<file path="config.mk">
export PLATFORM = sky130hd
export DESIGN_NAME = tto_cell
export DESIGN_NICKNAME = d
export VERILOG_FILES = /design/src/design/tto_cell.sv
export SDC_FILE = /design/constraint.sdc
export NUM_CORES = 1
export LEC_CHECK = 0
export BUFFER_PORTS_ARGS = -buffer_cell sky130_fd_sc_hd__buf_2
export CAP_MARGIN = 25
export CORE_MARGIN = 5
export CORE_UTILIZATION = 38
export CTS_BUF_LIST = sky130_fd_sc_hd__clkbuf_8
export DETAILED_ROUTE_END_ITERATION = 10
export SLEW_MARGIN = 40
export SYNTH_ARGS = -nofsm -noshare
export SYNTH_HDL_FRONTEND = slang
export SYNTH_SLANG_ARGS = --single-unit
</file>
<file path="constraint.sdc">
create_clock -name clk -period 2.9 [get_ports clk]
set_input_delay 0.145 -clock clk [delete_from_list [all_inputs] [get_ports clk]]
set_output_delay 0.145 -clock clk [all_outputs]
set_load 0.02 [all_outputs]
</file>
<file path="src/design/tto_cell.sv">
// tensor transpose offset map: one restoring division cell
// takes one quotient bit of an axis index and adds its output stride share
// no dependencies on tto_pkg
module tto_cell #(
  parameter int OFFSET_BITS = 24,
  parameter int EXTENT_BITS = 13,
  parameter int SHIFT       = 0
) (
  input  logic                   clk,
  input  logic                   rst,
  input  logic                   en,
  input  logic                   in_v,
  input  logic                   in_err,
  input  logic [OFFSET_BITS-1:0] in_rem,
  input  logic [OFFSET_BITS-1:0] in_acc,
  input  logic [OFFSET_BITS:0]   stride,
  input  logic [OFFSET_BITS:0]   ostr,
  output logic                   out_v,
  output logic                   out_err,
  output logic [OFFSET_BITS-1:0] out_rem,
  output logic [OFFSET_BITS-1:0] out_acc
);

  localparam int WW = OFFSET_BITS + 1 + EXTENT_BITS;

  logic [WW-1:0] dv;
  logic [WW-1:0] os_sh;
  logic          ge;

  always_comb begin
    dv    = WW'(stride) << SHIFT;
    os_sh = WW'(ostr) << SHIFT;
    ge    = WW'(in_rem) >= dv;
  end

  always_ff @(posedge clk) begin
    if (rst) begin
      out_v <= 1'b0;
    end else if (en) begin
      out_v <= in_v;
    end
  end

  always_ff @(posedge clk) begin
    if (en) begin
      out_err <= in_err;
      out_rem <= ge ? (in_rem - dv[OFFSET_BITS-1:0]) : in_rem;
      out_acc <= ge ? (in_acc + os_sh[OFFSET_BITS-1:0]) : in_acc;
    end
  end

endmodule

</file>
==> results_dict.tcl <==
set metrics [dict create \
    status "completed" \
    worstPathArrival_ns 2.58 \
    row_count 41 \
    yosys.area.top_type_share 0.309 \
    cp_max_fo 32 \
    peakVddDrop_mv 0.221 \
    routabilityCongestion 0.834 \
    ioPinCount 153 \
    die_h_um 122 \
    drive_above_1_share 0.314 \
    setup_viol 0 \
    critPathLaunchType "input pin" \
    track_usage 0.166 \
    hpwlAfterDp_um 9910 \
    clock_skew_ns 0 \
    clk_latency_ns 0.32 \
    syn2layout_area_growth_pct 22.5 \
    fin_setup_tns_ns 0 \
    relSlewSlack 0.530 \
    grt_pass1_vias 4219 \
    yosysWarnings 0 \
    slew_viol_final 0 \
    ant_nets 0 \
    synth_edf_count 49 \
    ff2ff_path_depth 2 \
    drv_cap 0 \
    finalPower_mw 2.40 \
    htree_num_levels 2 \
    r2r_start "out_v" \
    cts_tree "yes" \
    vias 4344 \
    worstSetupPathType "in -> reg" \
    io_buffer_count 151 \
    cts_sinks 50 \
    cp-end-kind "flip-flop" \
    final_nets 836 \
    die-area_sq_um 14900 \
    synth_top_cell_by_area "edfxtp_1" \
    synth.top_cells.by_area "edfxtp_1, ha_1, a21oi_1" \
    clock.fmax_mhz 401 \
    synth-async-reset-ratio 0 \
    synth_ff_type "edfxtp_1" \
    rsz0062_at_grt "no" \
    post_drt_wl_per_cell_um 14.4 \
    die_x_um 122 \
    cts_buffers 5 \
    syn_area_sq_um 4760 \
    period_minus_slack_ns 2.50 \
    root_buffer "clkbuf_8" \
    yosysSeqAreaShare 0.313 \
    hold_class "in -> reg" \
    leakage_nw 2.67 \
    drt_wl_total_um 12300 \
    synthesis.instances 529 \
    avgSynthCellArea_sq_um 9.00 \
    post-route-period-util 0.861 \
    timing.rr.end "out_v" \
    routed_via_density 5.07 \
    r2r_slack_ns 2.32 \
    min_path_cells 3 \
    hp-start "in_v" \
    ys_seq_elements 50 \
    dr.pass1.iters 4 \
    initial_core_util 0.382 \
    cts.clk_slew.worst_paths_ns 0.09 \
    antenna_found_initial 1 \
    syn_nets 681 \
    clock_path_buffers 2 \
    crit_required_ns 2.98 \
    yosysUniqueCellTypes 66 \
    drc 0 \
    coreArea_sq_um 12500 \
    worstHoldEndpoint "out_v" \
    gr-total-overflow 0 \
    power_density_nw_per_um2 412 \
    grt_pass1_wl_um 19800 \
    tightest_slew_ns 0.704 \
    dr.first_iter.drc_count 240 \
    insertedDiodeCount 0 \
    grt_max_degree 51 \
    finalHoldViolCount 0 \
]
==> cells by family (layout without fill, tap and decap cells) <==
group	after synthesis	in the layout	synth area share
buffers and inverters	59	215	0.0609
xor gates and xnor gates	36	36	0.0662
and+or+nand+nor	155	155	0.151
adders and majority gates	49	49	0.132
muxes	12	12	0.0368
AOI/OAI and AO/OA	168	168	0.240
DFF	50	50	0.313
==> power by group <==
group          switching [mW]  internal [mW]
clock                   0.257          0.190
sequential             0.0197          0.895
combinational           0.601          0.439
total                   0.878           1.52
==> cell usage in the layout (no fill, tap or decap), types with 3 or more instances in the layout <==
cell type and n:
nand2b_1 3, ha_1 47, xnor2_1 23, or3_1 5
or2_2 3, buf_4 6, a21oi_1 60, clkbuf_8 6
o21a_1 8, nor3_1 8, and3_1 3, a211oi_1 4
inv_1 46, nor2_2 10, a21oi_2 14, o21bai_1 10
nand4_1 4, nand2_1 36, mux2_4 11, buf_12 3
nor2b_1 4, xor2_1 13, a21o_1 12, nand3_1 14
o21ai_1 6, edfxtp_1 49, buf_2 151, a31oi_1 6
o21ai_0 17, nor2_1 56
==> how the worst max path moves through the flow <==
stage / start / to / slack (ns)
2_1_floorplan: stride[12] / out_rem[14] / 0.49
3_3_place_gp: stride[1] / out_acc[12] / 0.12
3_5_place_dp: stride[1] / out_rem[14] / 0.06
4_1_cts: stride[1] / out_rem[14] / 0.42
5_1_grt: stride[1] / out_acc[8] / 0.26
6_report: stride[1] / out_rem[20] / 0.40
==> sequential cells by signal, indices dropped and copies added (netlist names) <==
| name | cells |
|---|---|
| out_acc | 24 |
| out_v | 1 |
| out_err | 1 |
| out_rem | 24 |
==> worst max-delay path, stage by stage <==
cell	delay (ns)
buf_2	0.10
inv_1	0.04
ha_1	0.27
nor2b_1	0.16
o31ai_2	0.29
a21oi_1	0.14
a2111o_1	0.53
a21oi_4	0.23
o22ai_4	0.14
buf_12	0.20
mux2_4	0.30
==> Yosys cell counts (6+ instances only) <==
master and n:
o21ai_0 17, edfxtp_1 49, a21oi_1 60, a21oi_2 14, a21o_1 12, inv_1 45, nand2_1 36, mux2_4 11
nor2_2 10, ha_1 47, nor3_1 8, xnor2_1 23, nor2_1 56, xor2_1 13, a31oi_1 6, o21bai_1 10
buf_6 9, o21a_1 8, nand3_1 14, o21ai_1 6
==> cell type report <==
type	instances	area (sq um)
Clock buffer	6	82.6
Clock inverter	2	8.76
Tap cell	172	215
Sequential cell	50	1490
Timing Repair Buffer	162	881
Multi-Input combinational cell	420	2990
Fill cell	1248	6630
Inverter	45	169
==> per-stage QoR <==
| step | util | instance area (sq um) | std cells | hold slack, ns | worst slack (ns) |
|---|---|---|---|---|---|
| CTS | 0.468 | 5840 | 857 | 0.0379 | 0.424 |
| detailed placement | 0.459 | 5730 | 847 | 0.309 | 0.0598 |
| floorplan | - | 4760 | 529 | 0.217 | 0.490 |
| global placement | 0.459 | 5730 | 847 | 0.304 | 0.118 |
| finish | 0.468 | 5840 | 857 | 0.0522 | 0.404 |
| global route | 0.468 | 5840 | 857 | 0.0506 | 0.256 |
==> repair_timing <==
item                                   in CTS  in global routing
hold buffers                                2                  0
resized for setup                           0                  0
buffers inserted                            0                  0
endpoints found under the hold margin       2                  0
==> metal layers <==
metal | GRT usage | part of all wire | up-vias
li1 | - | - | 2222
met2 | 0.260 | 0.44 | 137
met3 | 0.0506 | 0.080 | 14
met5 | 0 | 0.00057 | -
met4 | 0.0392 | 0.012 | 2
met1 | 0.225 | 0.47 | 1969
(Power assumes the default switching activity.)
